File: src/hw/rtl/pqca_pkg.sv
// ----------------------------------------------------------------------------
// pqca_pkg
// Shared types and constants of the frequency constraint aggregator.
// ----------------------------------------------------------------------------
package pqca_pkg;

  localparam int NUM_SLOTS = 16;
  localparam int FREQ_BITS = 32;
  localparam int IDX_BITS  = (NUM_SLOTS > 1) ? $clog2(NUM_SLOTS) : 1;

  localparam logic [2:0] ACT_ADD_MIN = 3'd0;
  localparam logic [2:0] ACT_ADD_MAX = 3'd1;
  localparam logic [2:0] ACT_UPDATE  = 3'd2;
  localparam logic [2:0] ACT_REM_MIN = 3'd3;
  localparam logic [2:0] ACT_REM_MAX = 3'd4;
  localparam logic [2:0] ACT_CHECK   = 3'd5;

  typedef enum logic [1:0] {
    KIND_NONE = 2'd0,
    KIND_MIN  = 2'd1,
    KIND_MAX  = 2'd2
  } kind_t;

  typedef logic [FREQ_BITS-1:0] freq_t;
  typedef logic [IDX_BITS-1:0]  idx_t;

  typedef struct packed {
    kind_t kind;
    freq_t freq;
  } entry_t;

  typedef struct packed {
    logic  min_valid;
    freq_t min_freq;
    logic  max_valid;
    freq_t max_freq;
  } bounds_t;

  typedef struct packed {
    logic [2:0]  action;
    logic [3:0]  slot;
    logic [31:0] frequency;
  } in_item_t;

  typedef struct packed {
    logic        min_valid;
    logic [31:0] min_freq;
    logic        max_valid;
    logic [31:0] max_freq;
    logic        conflict;
    logic        allowed;
  } out_item_t;

endpackage

File: src/hw/rtl/pstate_qos_constraint_aggregator_top.sv
// ----------------------------------------------------------------------------
// pstate_qos_constraint_aggregator_top
// Frequency constraint aggregator: slot table, rescan and check.
// ----------------------------------------------------------------------------
// The addressed slot is read at the edge that accepts the item, the update
// state writes it back, the scan state rescans every slot through the single
// read port, the drain state takes the last read and the finish state forms
// conflict and the check answer. The block returns to idle before it takes
// the next item, so it takes no new item while one is still in flight.
// A new item is taken once the result has moved into the output register;
// the result then waits there while the next item runs. The slot table needs
// no clearing pass after reset.
module pstate_qos_constraint_aggregator_top
  import pqca_pkg::*;
(
  input  logic      clk,
  input  logic      rst,
  input  logic      in_valid,
  output logic      in_stall,
  input  in_item_t  in_item,
  output logic      out_valid,
  input  logic      out_stall,
  output out_item_t out_item
);

  typedef enum logic [4:0] {
    ST_IDLE   = 5'b00001,
    ST_MODIFY = 5'b00010,
    ST_SCAN   = 5'b00100,
    ST_DRAIN  = 5'b01000,
    ST_FINISH = 5'b10000
  } state_t;

  state_t   state;
  state_t   state_next;
  in_item_t item;
  idx_t     cnt;
  logic     scan_rd_valid;
  logic     in_range;
  freq_t    freq;

  logic     we;
  entry_t   wdata;
  idx_t     raddr;
  entry_t   rdata;
  bounds_t  bounds;
  logic     conflict;
  logic     allowed;
  logic     accept;
  logic     load_out;

  assign accept   = in_valid && !in_stall;
  assign in_stall = (state != ST_IDLE);
  assign load_out = (state == ST_FINISH) && (!out_valid || !out_stall);
  assign in_range = (32'(item.slot) < NUM_SLOTS);
  assign freq     = FREQ_BITS'(item.frequency);

  always_comb begin
    raddr = cnt;
    if (state == ST_IDLE) begin
      raddr = IDX_BITS'(in_item.slot);
    end
  end

  // Read-modify-write of the addressed slot.
  always_comb begin
    wdata = rdata;
    we    = 1'b0;
    case (item.action)
      ACT_ADD_MIN: begin
        we         = 1'b1;
        wdata.freq = freq;
        wdata.kind = KIND_MIN;
      end
      ACT_ADD_MAX: begin
        we         = 1'b1;
        wdata.freq = freq;
        wdata.kind = KIND_MAX;
      end
      ACT_UPDATE: begin
        we         = (rdata.kind != KIND_NONE);
        wdata.freq = freq;
      end
      ACT_REM_MIN: begin
        we         = (rdata.kind == KIND_MIN);
        wdata.kind = KIND_NONE;
      end
      ACT_REM_MAX: begin
        we         = (rdata.kind == KIND_MAX);
        wdata.kind = KIND_NONE;
      end
      default: begin
        we = 1'b0;
      end
    endcase
    we = we && in_range && (state == ST_MODIFY);
  end

  pqca_slot_table u_table (
    .clk   (clk),
    .rst   (rst),
    .we    (we),
    .waddr (IDX_BITS'(item.slot)),
    .wdata (wdata),
    .raddr (raddr),
    .rdata (rdata)
  );

  pqca_minmax_acc u_acc (
    .clk    (clk),
    .rst    (rst),
    .clear  (state == ST_MODIFY),
    .en     (scan_rd_valid),
    .entry  (rdata),
    .bounds (bounds)
  );

  assign conflict = bounds.min_valid && bounds.max_valid
                    && (bounds.min_freq > bounds.max_freq);
  assign allowed  = (item.action == ACT_CHECK) && !conflict
                    && !(bounds.min_valid && freq < bounds.min_freq)
                    && !(bounds.max_valid && freq > bounds.max_freq);

  always_comb begin
    state_next = state;
    unique case (state)
      ST_IDLE:   if (accept) state_next = ST_MODIFY;
      ST_MODIFY: state_next = ST_SCAN;
      ST_SCAN:   if (cnt == IDX_BITS'(NUM_SLOTS - 1)) state_next = ST_DRAIN;
      ST_DRAIN:  state_next = ST_FINISH;
      ST_FINISH: if (load_out) state_next = ST_IDLE;
      default:   state_next = ST_IDLE;
    endcase
  end

  always_ff @(posedge clk) begin
    if (rst) begin
      state         <= ST_IDLE;
      cnt           <= '0;
      scan_rd_valid <= 1'b0;
      out_valid     <= 1'b0;
    end else begin
      state         <= state_next;
      scan_rd_valid <= (state == ST_SCAN);
      if (state == ST_SCAN) begin
        cnt <= cnt + 1'b1;
      end else begin
        cnt <= '0;
      end
      if (load_out) begin
        out_valid <= 1'b1;
      end else if (!out_stall) begin
        out_valid <= 1'b0;
      end
    end
  end

  always_ff @(posedge clk) begin
    if (accept) begin
      item <= in_item;
    end
    if (load_out) begin
      out_item.min_valid <= bounds.min_valid;
      out_item.min_freq  <= 32'(bounds.min_freq);
      out_item.max_valid <= bounds.max_valid;
      out_item.max_freq  <= 32'(bounds.max_freq);
      out_item.conflict  <= conflict;
      out_item.allowed   <= allowed;
    end
  end

  a_accept_to_modify: assert property (@(posedge clk) disable iff (rst)
    accept |=> state == ST_MODIFY)
    else $error("accepted item did not move to slot update");

  a_write_only_in_modify: assert property (@(posedge clk) disable iff (rst)
    we |-> state == ST_MODIFY && in_range)
    else $error("slot table written outside update");

  a_conflict_needs_bounds: assert property (@(posedge clk) disable iff (rst)
    out_valid && out_item.conflict |-> out_item.min_valid && out_item.max_valid)
    else $error("conflict without both bounds");

  a_allowed_no_conflict: assert property (@(posedge clk) disable iff (rst)
    out_valid && out_item.allowed |-> !out_item.conflict)
    else $error("check passed under conflict");

endmodule

File: src/hw/rtl/pqca_slot_table.sv
// ----------------------------------------------------------------------------
// pqca_slot_table
// Slot table memory, one write and one registered read port. Per-entry
// valid bits make a never-written entry read as kind none.
// ----------------------------------------------------------------------------
module pqca_slot_table
  import pqca_pkg::*;
(
  input  logic   clk,
  input  logic   rst,
  input  logic   we,
  input  idx_t   waddr,
  input  entry_t wdata,
  input  idx_t   raddr,
  output entry_t rdata
);

  entry_t               mem [NUM_SLOTS];
  logic [NUM_SLOTS-1:0] written;
  entry_t               rd_entry;
  logic                 rd_written;

  always_ff @(posedge clk) begin
    if (we) begin
      mem[waddr] <= wdata;
    end
    rd_entry <= mem[raddr];
  end

  always_ff @(posedge clk) begin
    if (rst) begin
      written    <= '0;
      rd_written <= 1'b0;
    end else begin
      if (we) begin
        written[waddr] <= 1'b1;
      end
      rd_written <= written[raddr];
    end
  end

  always_comb begin
    rdata = rd_entry;
    if (!rd_written) begin
      rdata.kind = KIND_NONE;
    end
  end

endmodule

File: src/hw/rtl/pqca_minmax_acc.sv
// ----------------------------------------------------------------------------
// pqca_minmax_acc
// Running bounds over a table scan: highest minimum, lowest maximum.
// ----------------------------------------------------------------------------
module pqca_minmax_acc
  import pqca_pkg::*;
(
  input  logic    clk,
  input  logic    rst,
  input  logic    clear,
  input  logic    en,
  input  entry_t  entry,
  output bounds_t bounds
);

  bounds_t acc;

  always_ff @(posedge clk) begin
    if (rst || clear) begin
      acc <= '0;
    end else if (en) begin
      if (entry.kind == KIND_MIN) begin
        if (!acc.min_valid || entry.freq > acc.min_freq) begin
          acc.min_freq  <= entry.freq;
          acc.min_valid <= 1'b1;
        end
      end else if (entry.kind == KIND_MAX) begin
        if (!acc.max_valid || entry.freq < acc.max_freq) begin
          acc.max_freq  <= entry.freq;
          acc.max_valid <= 1'b1;
        end
      end
    end
  end

  assign bounds = acc;

endmodule

File: config.mk
export PLATFORM = sky130hd
export DESIGN_NAME = pstate_qos_constraint_aggregator_top
export DESIGN_NICKNAME = d
export VERILOG_FILES = /design/src/hw/rtl/pqca_pkg.sv /design/src/hw/rtl/pstate_qos_constraint_aggregator_top.sv /design/src/hw/rtl/pqca_slot_table.sv /design/src/hw/rtl/pqca_minmax_acc.sv
export SDC_FILE = /design/constraint.sdc
export NUM_CORES = 1
export LEC_CHECK = 0
export BUFFER_PORTS_ARGS = -buffer_cell sky130_fd_sc_hd__buf_2
export CELL_PAD_IN_SITES_DETAIL_PLACEMENT = 2
export CELL_PAD_IN_SITES_GLOBAL_PLACEMENT = 2
export CORE_MARGIN = 1.5
export CORE_UTILIZATION = 30
export CTS_CLUSTER_DIAMETER = 50
export DETAILED_ROUTE_END_ITERATION = 16
export PLACE_DENSITY = 0.61
export REMOVE_ABC_BUFFERS = 1
export SLEW_MARGIN = 25
export SYNTH_ARGS = -nofsm -noshare
export SYNTH_HDL_FRONTEND = slang
export SYNTH_SLANG_ARGS = --single-unit
File: constraint.sdc
create_clock -name clk -period 12.9 [get_ports clk]
set_input_delay 0.645 -clock clk [delete_from_list [all_inputs] [get_ports clk]]
set_output_delay 0.645 -clock clk [all_outputs]
set_load 0.01 [all_outputs]
After elaboration in Yosys (flattened, before gate mapping)
Memories as Yosys holds them, arrays and structs flattened. A register that Yosys moved wholly into a read port is not among the register bits.
Cells that the tools add are included.

cells by class
  add/sub/neg operators = 1
  multipliers = 0
  divide/modulo/power cells = 0
  $lt $le $gt $ge = 8
  equal/unequal tests = 18
  shift-type cells = 0
  mux-type cells = 17
  bitwise logic cells = 3
  reduce and logical (&&, ||, !) cells = 32

operators by type and width
  operator                                                     count
  > comparator 32 bit                                          3
  less-than comparator 32 bit                                  2
  two-way mux 32 bit                                           1
  case mux 5 bit (5 select lines)                              1
  OR 16 bit                                                    1
  two-way mux 5 bit                                            3
  logical AND 1 bit                                            11
  less-than comparator 4 x 5 -> 1 bit (second input constant)  2
  logical NOT 1 bit                                            8
  == test 3 x 2 -> 1 bit (second input constant)               2
  == test 3 bit (second input constant)                        2
  two-way mux 1 bit                                            6
  != test 2 bit (second input constant)                        3
  case mux 2 bit (3 select lines)                              1
  AND reduction 3 bit                                          2
  OR reduction 2 bit                                           3
  == test 5 x 1 -> 1 bit (second input constant)               1
  == test 5 x 2 -> 1 bit (second input constant)               1
  == test 5 x 3 -> 1 bit (second input constant)               1
  == test 5 x 4 -> 1 bit (second input constant)               1
  == test 5 bit (second input constant)                        1
  != test 5 x 1 -> 1 bit (second input constant)               1
  adder 4 x 1 -> 4 bit (second input constant)                 1
  binary-select mux 1 bit (select 4 bit)                       1
  16 further kinds                                             20

word-level totals
  bits in registers = 201
  bits in latches = 0
  bits in writable memories = 544
  ROM bits = 0
  memories = 1

memories
  memory       words  bits a word  rd ports  clocked after Yosys merged registers in  write ports  RTL line               text
  u_table.mem  16     34           1         1                                        1            pqca_slot_table.sv:18  entry_t mem [NUM_SLOTS];

Logic depth before layout (Yosys ltp)
Gate-level depths: netlist of the first run.

  depth in word-level cells = 6
  mapped depth = 11
  depth with buffers taken out = 9

Modules after synthesis
A second synthesis of the first run with hierarchy kept.

second synthesis, totals
  cells, all modules = 1955
  area total of the unflattened synthesis = 32563.7 µm²

modules (own cells, without submodules)
  module                                times used  cells each  area each (µm²)  seq. area each (µm²)
  pqca_slot_table                       1           955         21948.6          17356.6
  pstate_qos_constraint_aggregator_top  1           520         6466.2           3433.3
  pqca_minmax_acc                       1           480         4149.0           1321.3

Worst setup path before layout of the first run
Ideal clock, no wire load.

  kind = flip-flop to flip-flop
  start = register state[1]
  end = register out_item[0] (netlist name), enable pin
  setup time = 0.516 ns
  data arrival time = 4.076 ns
  required time = 12.384 ns
  path slack = 8.307 ns
  cell stages (with the launch flop) = 4
  path buffers = 0
  cell sequence = dfxtp_1 > nor3_4 > nand3b_1 > a21oi_1

on the way
  word-level cells in the longest chain between the ends = 2

ends and longest elaborated chain
  what                    RTL line                                     text
  from (decl)             pstate_qos_constraint_aggregator_top.sv:34   state_t state;
  from (signal assigned)  pstate_qos_constraint_aggregator_top.sv:143  state <= state_next;
  == test 5 bit           pstate_qos_constraint_aggregator_top.sv:54   assign load_out = (state == ST_FINISH) && (!out_valid || !out_stall);
  logical AND 1 bit       pstate_qos_constraint_aggregator_top.sv:54
  via load_out            pstate_qos_constraint_aggregator_top.sv:50   logic load_out;
  to (decl)               pstate_qos_constraint_aggregator_top.sv:23   output out_item_t out_item

The timed path passes the listed nets, and every way through them passes these cells.
A chain may end at the register's enable or synchronous reset.

Final worst setup path of the first run
  start = register state[0]
  end = register u_table.rdata[19] (netlist name)

on the way
  word-level cells in the longest chain between the ends = 2

ends and longest elaborated chain
  what                    RTL line                                    text
  == test 5 x 1 -> 1 bit  pstate_qos_constraint_aggregator_top.sv:60  if (state == ST_IDLE) begin
  two-way mux 4 bit       pstate_qos_constraint_aggregator_top.sv:60

Every way passes these cells.

==> results of run 1 <==
-- logic make-up (layout without fill, tap and decap cells) --
logic type / after synthesis / count (layout) / share of synthesized area
flip-flops: 779 / 779 / 0.6761
multiplexers: 137 / 137 / 0.04614
adder cells (fa/ha/maj): 159 / 159 / 0.06083
AO/OA/AOI/OAI: 292 / 292 / 0.06251
AND/OR/NAND/NOR: 965 / 965 / 0.1292
buffers and inverters: 188 / 426 / 0.02475
XOR/XNOR: 2 / 2 / 0.0005357
-- where the power goes --
part,internal [mW],switching (mW)
Sequential,3.15,0.217
Clock,1.75,1.12
Combinational,0.694,1.67
Total,5.59,3.01
-- metrics by stage --
| step | hold WS [ps] | total power [mW] | worst slack [ps] |
|---|---|---|---|
| floorplan | 430.0 | 4.739 | 8273 |
| global placement | 443.0 | 5.706 | 9271 |
| detailed placement | 450.2 | 5.827 | 9154 |
| CTS | 106.4 | 8.717 | 9115 |
| global route | 133.1 | 9.018 | 8978 |
| finish | 154.7 | 8.602 | 9187 |
-- worst paths after layout --
check,from,endpoint
min reg2reg,u_acc.bounds[13]$_SDFFE_PP0P_,out_item[15]$_DFFE_PP_
max reg2reg,state[0]$_SDFFE_PP1P_,u_table.rdata[19]$_DFF_P_
max,state[0]$_SDFFE_PP1P_,u_table.rdata[19]$_DFF_P_
min,in_item[37],item[37]$_DFFE_PP_
-- cell usage in the layout, fill, tap and decap left out, types with 15 or more instances in the layout --
master	Yosys	final
nand3_1	221	221
a32oi_1	52	52
ha_1	159	159
nor2_4	2	15
a21o_1	21	21
clkbuf_16	0	109
o21ai_0	28	28
nand2_1	568	566
inv_1	73	73
a21oi_1	64	61
edfxtp_1	651	651
nor2_1	62	47
buf_2	36	112
mux2i_1	95	94
o221ai_1	18	18
o211ai_1	23	23
dfxtp_1	128	128
nand4_1	52	52
o21ai_1	34	33
mux2_2	33	32
clkbuf_1	62	24
buf_4	3	44
-- registers in the layout, summed over array words and instances, names as in the netlist --
register and count:
u_table.mem 544, out_item 68, u_acc.bounds 66, freq 32, u_table.rdata 32, u_table.written 16
item 7, state 5, cnt 4, u_table.rd_entry 2, out_valid 1, scan_rd_valid 1
u_table.rd_written 1
-- worst max-delay path, cell delays in order, from the launching register on --
cell and delay, ps:
dfxtp_1 340, nor2b_1 360, nand2_4 220, mux2_4 490
buf_4 600, buf_4 610, nand2_1 110, nand3_1 110
nand2_1 70, o211ai_1 540
-- area by class of cell --
class                      instances  area, um2
timing repair buffer             157      910.9
tap                             1403       1755
clock inverter                    54      538.0
multi-input combinational       1555       9995
clock buffer                     142       2942
sequential                       779      22110
fill                           10982      69130
inverter                          73      274.0
-- layer usage --
layer	wire length (um)	share of wire
met5	0	0
met4	1956	0.018
met3	4115	0.038
met2	55250	0.51
met1	47580	0.44
==> out/metrics.yaml, run 1 <==
run_status:
  status: "finished, final reports clean"
timing:
  drv_slew: 0
  fmax_mhz: 269.4
  rsz0062_at_grt: "false"
  hold_violations: 0
  min_period_ps: 3713
  slew_headroom: 0.3469
  worst_pin_slew_ps: 979.6
  finalCritPeriodShare: 0.2878
  finalClockSkew_ps: 26.36
  setup_viol: 0
  setup_tns_ps: 0
global_route:
  grt_busiest_layer: "met2"
  track_usage: 0.1953
  grtUsageMet3: 0.02215
  global_route.usage.met1: 0.2522
  grt_util_met2: 0.3469
  grt_max_degree: 143
  grt_pass1_wl_mm: 159.8
  antenna_found_initial: 7
  grt_pass1_vias: 23537
  overflow: 0
logic_synthesis:
  yosysTopAreaCellShare: 0.5977
  syn_inst: 2522
  ys_ff_latch: 779
  synth.most_common_cell: "edfxtp_1"
  ys_seq_area_frac: 0.6761
  avgSynthCellArea_um2: 12.97
  ys_async_sr_fraction: 0
  synth_area_leaders: "edfxtp_1 60%, dfxtp_1 7.8%, nand2_1 6.5%"
  synth_ff_type: "edfxtp_1"
  netlist_area_um2: 32710
  synth_edf_count: 651
  synth_top_area_cell: "edfxtp_1"
  synth.distinct_cells: 68
  yosysWarnings: 0
  synth_commonest_cells: "651 x edfxtp_1, 568 x nand2_1, 221 x nand3_1"
final_layout:
  diodes: 0
  drive_above_1_share: 0.1522
  nNetsFinal: 2872
  area_growth_pct: 17.79
  fin_util: 0.3579
  stdcell_count: 4163
  final_cell_area_um2: 38530
critical_path:
  critPathRequiredTime_ps: 13380
  start_kind: "flop"
  path_max_fanout: 49
  arrival_ps: 4190
  critPathCaptureType: "flop"
  critPathKind: "flop to flop"
  ff2ff_setup_slack_ps: 9190
  rr_worst_depth: 9
cts:
  cts_resized: 0
  cts_inserted_buffers: 104
  cts-root-buf: "clkbuf_16"
  clock-sinks: 779
  post_cts_buffers: 0
  clock_latency_ps: 670
  ctsHoldBuffers: 0
  clock_path_buffers: 3
  cts_tree: "built"
  path_clk_slew_ps: 50
  cts-htree-levels: 3
detailed_routing:
  drc: 0
  vias: 21375
  viasPerCell: 5.135
  wl_mm: 108.9
  firstDrtPassIters: 5
  avgRoutedWirePerCell_um: 26.16
  first_iter_violations: 1113
  detail-route-antenna-nets: 0
die:
  core_um2: 107700
  num_rows: 120
  dieWidth_um: 333.2
  initial_core_util: 0.3038
  die_h_um: 333.2
  io-pin-count: 113
  die_area_um2: 111000
placement:
  dpl_cell_area_um2: 35040
  place_hpwl_mm: 68.97
  port_buffers: 112
  place.gp.congestion: 0.8259
  dp.cells: 3967
flow_run:
  max_cap_viol_count: 0
power:
  p_leak_nw: 13.56
  powerDensity_nw_per_um2: 223.3
  vdd_drop_max_v: 0.0001118
worst_hold_path:
  whs_path_depth: 1
  hold_class: "input port to flop"
Power figures use the tool's default switching activity.
==> inputs of run 2 (changes only) <==
==> constraint.sdc (replaced) <==
create_clock -name clk -period 3.55 [get_ports clk]
set_input_delay 0.1775 -clock clk [delete_from_list [all_inputs] [get_ports clk]]
set_output_delay 0.1775 -clock clk [all_outputs]
set_load 0.01 [all_outputs]
==> run 2 against run 1 <==
Against the previous run: first-iteration DRC count up 35%; via count up 2.8%; wire length up 2.3%; sequential share of layout area down 1.3 points; non-clock buffer count up 91; final cell count up 1.9%; critical path depth down 1; register-to-register slack worse by 8900 ps; clock skew up 6.1 ps; critical path type unchanged; critical endpoint is now u_table.rdata[17]$_DFF_P_; largest power group unchanged.
==> out/metrics.yaml, run 2 (synthesis gave the netlist of run 1 again) <==
run_status:
  status: "finished, final reports clean"  # unchanged
global_route:
  grt_pass1_wl_mm: 165.0  # was 159.8 mm
  grt_pass1_vias: 24272  # was 23537
  track_usage: 0.2005  # was 0.1953
  overflow: 0  # unchanged
  grt_max_degree: 97  # was 143
  antenna_found_initial: 4  # was 7
critical_path:
  critPathCaptureType: "flop"  # unchanged
  critPathRequiredTime_ps: 4040  # was 13380 ps
  path_max_fanout: 41  # was 49
  start_kind: "flop"  # unchanged
  arrival_ps: 3730  # was 4190 ps
  critPathKind: "flop to flop"  # unchanged
final_layout:
  nNetsFinal: 2959  # was 2872
  final_common_cell: "edfxtp_1"  # unchanged
  final_cell_mix: "651 x edfxtp_1, 567 x nand2_1, 221 x nand3_1, 159 x ha_1, 128 x dfxtp_1"  # was 651 x edfxtp_1, 566 x nand2_1, 221 x nand3_1, 159 x ha_1, 128 x dfxtp_1
  largest_register: "u_table.mem"  # unchanged
  fillers: 10835  # was 10982
  drive_above_1_share: 0.1610  # was 0.1522
  largest_reg_flops: 544  # unchanged
  fin_util: 0.3664  # was 0.3579
  area_growth_pct: 20.60  # was 17.79%
timing:
  rsz0062_at_grt: "false"  # unchanged
  hold_violations: 0  # unchanged
  drv_slew: 0  # unchanged
  setup_viol: 0  # unchanged
  finalCritPeriodShare: 0.9107  # was 0.2878
  slew_headroom: 0.4442  # was 0.3469
  fmax_mhz: 309.3  # was 269.4 MHz
  worst_pin_slew_ps: 831.8  # was 979.6 ps
  min_period_ps: 3233  # was 3713 ps
  finalClockSkew_ps: 32.43  # was 26.36 ps
  setup_tns_ps: 0  # unchanged
cts:
  path_clk_slew_ps: 60  # was 50 ps
  clock_path_buffers: 3  # unchanged
  post_cts_buffers: 0  # unchanged
  cts-root-buf: "clkbuf_16"  # unchanged
  clock_latency_ps: 690  # was 670 ps
  clock-sinks: 779  # unchanged
  cts-htree-levels: 3  # unchanged
  cts_tree: "built"  # unchanged
  cts_inserted_buffers: 100  # was 104
die:
  dieWidth_um: 333.2  # unchanged
  die_area_um2: 111000  # unchanged
  io-pin-count: 113  # unchanged
  num_rows: 120  # unchanged
  core_um2: 107700  # unchanged
  die_h_um: 333.2  # unchanged
  initial_core_util: 0.3038  # unchanged
worst_hold_path:
  hold_class: "input port to flop"  # unchanged
detailed_routing:
  drc: 0  # unchanged
  avgRoutedWirePerCell_um: 26.25  # was 26.16 um
  first_iter_violations: 1499  # was 1113
  firstDrtPassIters: 6  # was 5
  detail-route-antenna-nets: 0  # unchanged
  viasPerCell: 5.178  # was 5.135
  vias: 21972  # was 21375
  wl_mm: 111.4  # was 108.9 mm
power:
  powerDensity_nw_per_um2: 803.1  # was 223.3 nW/um2
  p_leak_nw: 13.98  # was 13.56 nW
  vdd_drop_max_v: 0.0004442  # was 0.0001118 V
placement:
  place.gp.congestion: 0.7991  # was 0.8259
  port_buffers: 112  # unchanged
  place_hpwl_mm: 72.64  # was 68.97 mm
flow_run:
  max_cap_viol_count: 0  # unchanged
## run 2: worst paths after layout
check	start	to	slack, ps	cells past startpoint
worst min-delay path	in_item[27]	freq[27]$_DFFE_PP_	190	2
worst min register to register	u_acc.bounds[3]$_SDFFE_PP0P_	out_item[5]$_DFFE_PP_	460	0
worst max-delay path	state[0]$_SDFFE_PP1P_	u_table.rdata[17]$_DFF_P_	320	8
worst max register to register	state[0]$_SDFFE_PP1P_	u_table.rdata[17]$_DFF_P_	320	8
## run 2: power breakdown
| part | switching, mW | internal [mW] | leakage [nW] | total [mW] |
|---|---|---|---|---|
| Combinational | 6.38 | 2.84 | 5.49 | 9.22 |
| Clock | 4.20 | 6.05 | 1.61 | 10.2 |
| Sequential | 0.749 | 11.5 | 6.88 | 12.2 |
| Total | 11.3 | 20.3 | 14.0 | 31.7 |
## run 2: critical path, stage by stage (launching register included)
cell and delay, ps:
dfxtp_1 340, nor2b_1 410, nand2_4 230, mux2i_4 620, buf_4 540, nand2_1 130
nand3_1 110, nand2_1 80, o221ai_1 490
## run 2: cell type report
cell class                 count  area [um2]  share of cell area
clock buffer                 129        2703             0.06852
timing repair buffer         248        1939             0.04917
tap                         1403        1755             0.04451
sequential                   779       22110              0.5606
clock inverter                54       666.9             0.01691
multi-input combinational   1555        9988              0.2532
antenna                        2       5.005           0.0001269
inverter                      73       274.0            0.006947
## run 2: metal layers
| metal | wire length [um] | vias to the layer above | GRT usage |
|---|---|---|---|
| met5 | 0 | - | 0 |
| met4 | 1918 | 0 | 0.04994 |
| met3 | 3626 | 127 | 0.02326 |
| met2 | 56010 | 413 | 0.3507 |
| met1 | 49820 | 11573 | 0.2632 |
| li1 | - | 9859 | - |
## run 2: repair_timing
| item | in CTS | in global routing |
|---|---|---|
| endpoints found under the hold margin | 48 | 0 |
| gates resized for setup | 0 | 1 |
| endpoints found under the setup margin | 0 | 9 |
| hold buffers | 43 | 0 |
## run 2: metrics by stage
stage | total power [mW] | instances | hold WS [ps] | setup slack [ps] | instance area (um2)
2_1_floorplan | 17.22 | 2407 | 246.6 | -1077 | 32170
3_3_place_gp | 21.18 | 4015 | 354.3 | 280.6 | 35630
3_5_place_dp | 21.63 | 4015 | 357.4 | 114.0 | 35630
4_1_cts | 32.04 | 4241 | 155.2 | 45.05 | 39430
5_1_grt | 33.17 | 4241 | 176.0 | 153.4 | 39440
6_report | 31.67 | 4243 | 194.0 | 316.9 | 39440
==> inputs of run 3 (changes only) <==
--- a/config.mk
+++ b/config.mk
@@ -5,6 +5,7 @@
 export SDC_FILE = /design/constraint.sdc
 export NUM_CORES = 1
 export LEC_CHECK = 0
+export ABC_AREA = 1
 export BUFFER_PORTS_ARGS = -buffer_cell sky130_fd_sc_hd__buf_2
 export CELL_PAD_IN_SITES_DETAIL_PLACEMENT = 2
 export CELL_PAD_IN_SITES_GLOBAL_PLACEMENT = 2
@@ -12,7 +13,8 @@
 export CORE_UTILIZATION = 30
 export CTS_CLUSTER_DIAMETER = 50
 export DETAILED_ROUTE_END_ITERATION = 16
-export PLACE_DENSITY = 0.61
+export HOLD_SLACK_MARGIN = 0.05
+export PLACE_DENSITY = 0.62
 export REMOVE_ABC_BUFFERS = 1
 export SLEW_MARGIN = 25
 export SYNTH_ARGS = -nofsm -noshare
==> run 3 against run 2 <==
Against the previous run: final cell count is 8.9% higher; critical path depth rose by 9; synthesized area grew 1.4%; wire length rose by 3.7%; critical path type unchanged; count of clock-buffer cells in the layout rose by 9; hold slack hardly changed; maximum frequency rose by 6.2%; highest routed layer unchanged.
==> out/metrics.yaml, run 3 <==
final_layout:
  final_cell_mix: "651 x edfxtp_1, 389 x nor2_1, 301 x o21ai_0, 257 x nand2_1, 195 x inv_1"  # was 651 x edfxtp_1, 567 x nand2_1, 221 x nand3_1, 159 x ha_1, 128 x dfxtp_1
  drive_above_1_share: 0.1380  # was 0.1610
  regArea_um2: 22110  # unchanged
  largest_reg_flops: 544  # unchanged
  nNetsFinal: 3251  # was 2959
  fillers: 11409  # was 10835
  final_common_cell: "edfxtp_1"  # unchanged
  diodes: 0  # was 2
  largest_register: "u_table.mem"  # unchanged
  area_growth_pct: 21.20  # was 20.60%
  multiInputGateArea_um2: 9786  # was 9988 um2
detailed_routing:
  detail-route-antenna-nets: 0  # unchanged
  firstDrtPassIters: 5  # was 6
  wl_mm: 115.5  # was 111.4 mm
  avgRoutedWirePerCell_um: 24.99  # was 26.25 um
  viasPerCell: 5.159  # was 5.178
  drc: 0  # unchanged
  vias: 23846  # was 21972
  first_iter_violations: 1234  # was 1499
cts:
  clock-sinks: 779  # unchanged
  cts-htree-levels: 3  # unchanged
  cts_resized: 0  # unchanged
  ctsHoldBuffers: 43  # unchanged
  clock_latency_ps: 690  # about the same
  post_cts_buffers: 0  # unchanged
  cts_tree: "built"  # unchanged
  cts_inserted_buffers: 109  # was 100
  clock_path_buffers: 3  # unchanged
  cts-root-buf: "clkbuf_16"  # unchanged
  path_clk_slew_ps: 60  # about the same
critical_path:
  reg2reg_from: "u_acc.bounds[2]$_SDFFE_PP0P_"  # was state[0]$_SDFFE_PP1P_
  path_max_fanout: 15  # was 41
  arrival_ps: 3630  # was 3730 ps
  start_kind: "flop"  # unchanged
  rr_worst_depth: 17  # was 8
  critPathCaptureType: "flop"  # unchanged
  critPathKind: "flop to flop"  # unchanged
  critPathRequiredTime_ps: 4130  # was 4040 ps
  rr_endpoint: "u_acc.bounds[13]$_SDFFE_PP0P_"  # was u_table.rdata[17]$_DFF_P_
  ff2ff_setup_slack_ps: 510  # was 320 ps
worst_hold_path:
  hold_class: "input port to flop"  # unchanged
  whs_path_depth: 2  # unchanged
  hold_end: "freq[23]$_DFFE_PP_"  # was freq[27]$_DFFE_PP_
  hold_start: "in_item[23]"  # was in_item[27]
logic_synthesis:
  synth.most_common_cell: "edfxtp_1"  # unchanged
  yosysTopAreaCellShare: 0.5895  # was 0.5977
  muxShareOfSynthArea: 0  # was 0.04614
  ys_async_sr_fraction: 0  # unchanged
  synth.distinct_cells: 42  # was 68
  netlist_area_um2: 33160  # was 32710 um2
  synth_ff_type: "edfxtp_1"  # unchanged
  synth_top_family_by_area: "compound AO/OA/AOI/OAI gates"  # was simple AND/OR/NAND/NOR gates
  ys_seq_area_frac: 0.6668  # was 0.6761
  avgSynthCellArea_um2: 11.67  # was 12.97 um2
  synth_area_leaders: "edfxtp_1 59%, dfxtp_1 7.7%, ha_1 6.0%"  # was edfxtp_1 60%, dfxtp_1 7.8%, nand2_1 6.5%
  synth_top_area_cell: "edfxtp_1"  # unchanged
  synth_edf_count: 651  # unchanged
  yosysWarnings: 0  # unchanged
  syn_inst: 2842  # was 2522
  synth_compound_area_frac: 0.1250  # was 0.06251
  synth_xor_area_frac: 0.0002641  # was 0.0005356
  synth-simple-area-share: 0.1035  # was 0.1292
  yosys.area_share.adder: 0.06000  # was 0.06083
  synth_commonest_cells: "651 x edfxtp_1, 403 x nor2_1, 301 x o21ai_0"  # was 651 x edfxtp_1, 568 x nand2_1, 221 x nand3_1
  ys_ff_latch: 779  # unchanged
power:
  vdd_drop_max_v: 0.0003404  # was 0.0004442 V
  p_leak_nw: 14.47  # was 13.98 nW
  total_power_mw: 24.97  # was 31.67 mW
  powerDensity_nw_per_um2: 621.3  # was 803.1 nW/um2
placement:
  place_hpwl_mm: 72.11  # was 72.64 mm
  place.gp.congestion: 0.8046  # was 0.7991
  port_buffers: 112  # unchanged
die:
  die_area_um2: 112500  # was 111000 um2
  dieWidth_um: 335.5  # was 333.2 um
  die_h_um: 335.5  # was 333.2 um
  core_um2: 109300  # was 107700 um2
  initial_core_util: 0.3034  # was 0.3038
  num_rows: 121  # was 120
  io-pin-count: 113  # unchanged
global_route:
  antenna_found_initial: 2  # was 4
  overflow: 0  # unchanged
  grt_pass1_wl_mm: 171.3  # was 165.0 mm
  grt_max_degree: 83  # was 97
  track_usage: 0.2048  # was 0.2005
  grt_pass1_vias: 26330  # was 24272
timing:
  finalCritPeriodShare: 0.8575  # was 0.9107
  drv_slew: 0  # unchanged
  setup_viol: 0  # unchanged
  finalClockSkew_ps: 27.26  # was 32.43 ps
  hold_violations: 0  # unchanged
  min_period_ps: 3044  # was 3233 ps
  fmax_mhz: 328.5  # was 309.3 MHz
  rsz0062_at_grt: "false"  # unchanged
  hold_slack_ps: 194.4  # was 194.0 ps
  worst_pin_slew_ps: 1013  # was 831.8 ps
  slew_headroom: 0.3246  # was 0.4442
run_status:
  status: "finished, final reports clean"  # unchanged
flow_run:
  max_cap_viol_count: 0  # unchanged
run 3: cell types whose count changed in the layout (fill, tap and decap cells not counted), moves of 94 or more:
cell     before  now
nor2_1       49  389
nand2_1     567  257
o21ai_0      28  301
inv_1        73  195
a21oi_1      61  165
mux2i_1      94    0
run 3: area by class of cell:
type / instances / share of cell area
well taps: 1476 / 0.04595
clock buffers: 138 / 0.07360
flip-flops and latches: 779 / 0.5502
repair buffers: 248 / 0.05168
multi-input cells: 1706 / 0.2435
clock inverters: 70 / 0.01594
inverters: 205 / 0.01915
run 3: logic make-up (layout without fill, tap and decap cells):
logic type,after synthesis,in the layout
AND/OR/NAND/NOR,838,838
flip-flops,779,779
AO/OA/AOI/OAI,708,708
buffers and inverters,357,661
adder cells (fa/ha/maj),159,159
XOR/XNOR,1,1
run 3: metrics by stage:
| stage | setup WS, ps | setup TNS (ps) | utilization | cell area [um2] | std cells |
|---|---|---|---|---|---|
| after floorplan | -658.5 | -65050 | - | 32450 | 2690 |
| after global routing | 342.0 | 0 | 0.3677 | 40190 | 4622 |
| after detailed placement | 482.5 | 0 | 0.3304 | 36120 | 4371 |
| after CTS | 454.6 | 0 | 0.3673 | 40140 | 4622 |
| final | 505.9 | 0 | 0.3677 | 40190 | 4622 |
| after global placement | 581.6 | 0 | 0.3304 | 36110 | 4371 |
run 3: power breakdown:
part | total, mW | switching, mW | internal [mW] | leakage (nW)
Clock | 10.7 | 4.34 | 6.33 | 1.74
Combinational | 3.63 | 2.57 | 1.06 | 5.66
Sequential | 10.7 | 0.199 | 10.5 | 7.07
Total | 25.0 | 7.11 | 17.9 | 14.5
run 3: metal layers:
layer,vias up,GRT usage,share of wire
met5,-,0,0
met4,0,0.06585,0.031
met3,190,0.02426,0.033
met2,461,0.3624,0.50
met1,12465,0.2590,0.44
li1,10730,-,-
run 3: how the worst max path moves through the flow:
stage	start	to	slack, ps	cells after the start
6_report	u_acc.bounds[2]$_SDFFE_PP0P_	u_acc.bounds[13]$_SDFFE_PP0P_	510	17
5_1_grt	u_acc.bounds[5]$_SDFFE_PP0P_	u_acc.bounds[13]$_SDFFE_PP0P_	340	15
4_1_cts	u_acc.bounds[2]$_SDFFE_PP0P_	u_acc.bounds[13]$_SDFFE_PP0P_	450	17
3_5_place_dp	u_acc.bounds[2]$_SDFFE_PP0P_	u_acc.bounds[13]$_SDFFE_PP0P_	480	17
3_3_place_gp	u_acc.bounds[5]$_SDFFE_PP0P_	u_acc.bounds[0]$_SDFFE_PP0P_	580	15
2_1_floorplan	state[1]$_SDFFE_PP0P_	out_item[0]$_DFFE_PP_	-660	4
run 3: critical path: stages (launching register included):
cell and delay (ps):
dfxtp_1 490, inv_1 150, ha_1 300, nand2_1 70
inv_1 50, nand2_1 60, nand2_1 60, nand2_1 60
nand2_1 180, nand2_1 110, nand2_1 180, nand2_1 120
nand2_1 120, nand2_2 370, buf_4 330, nand3_1 110
nand2_1 90, nor2_1 50
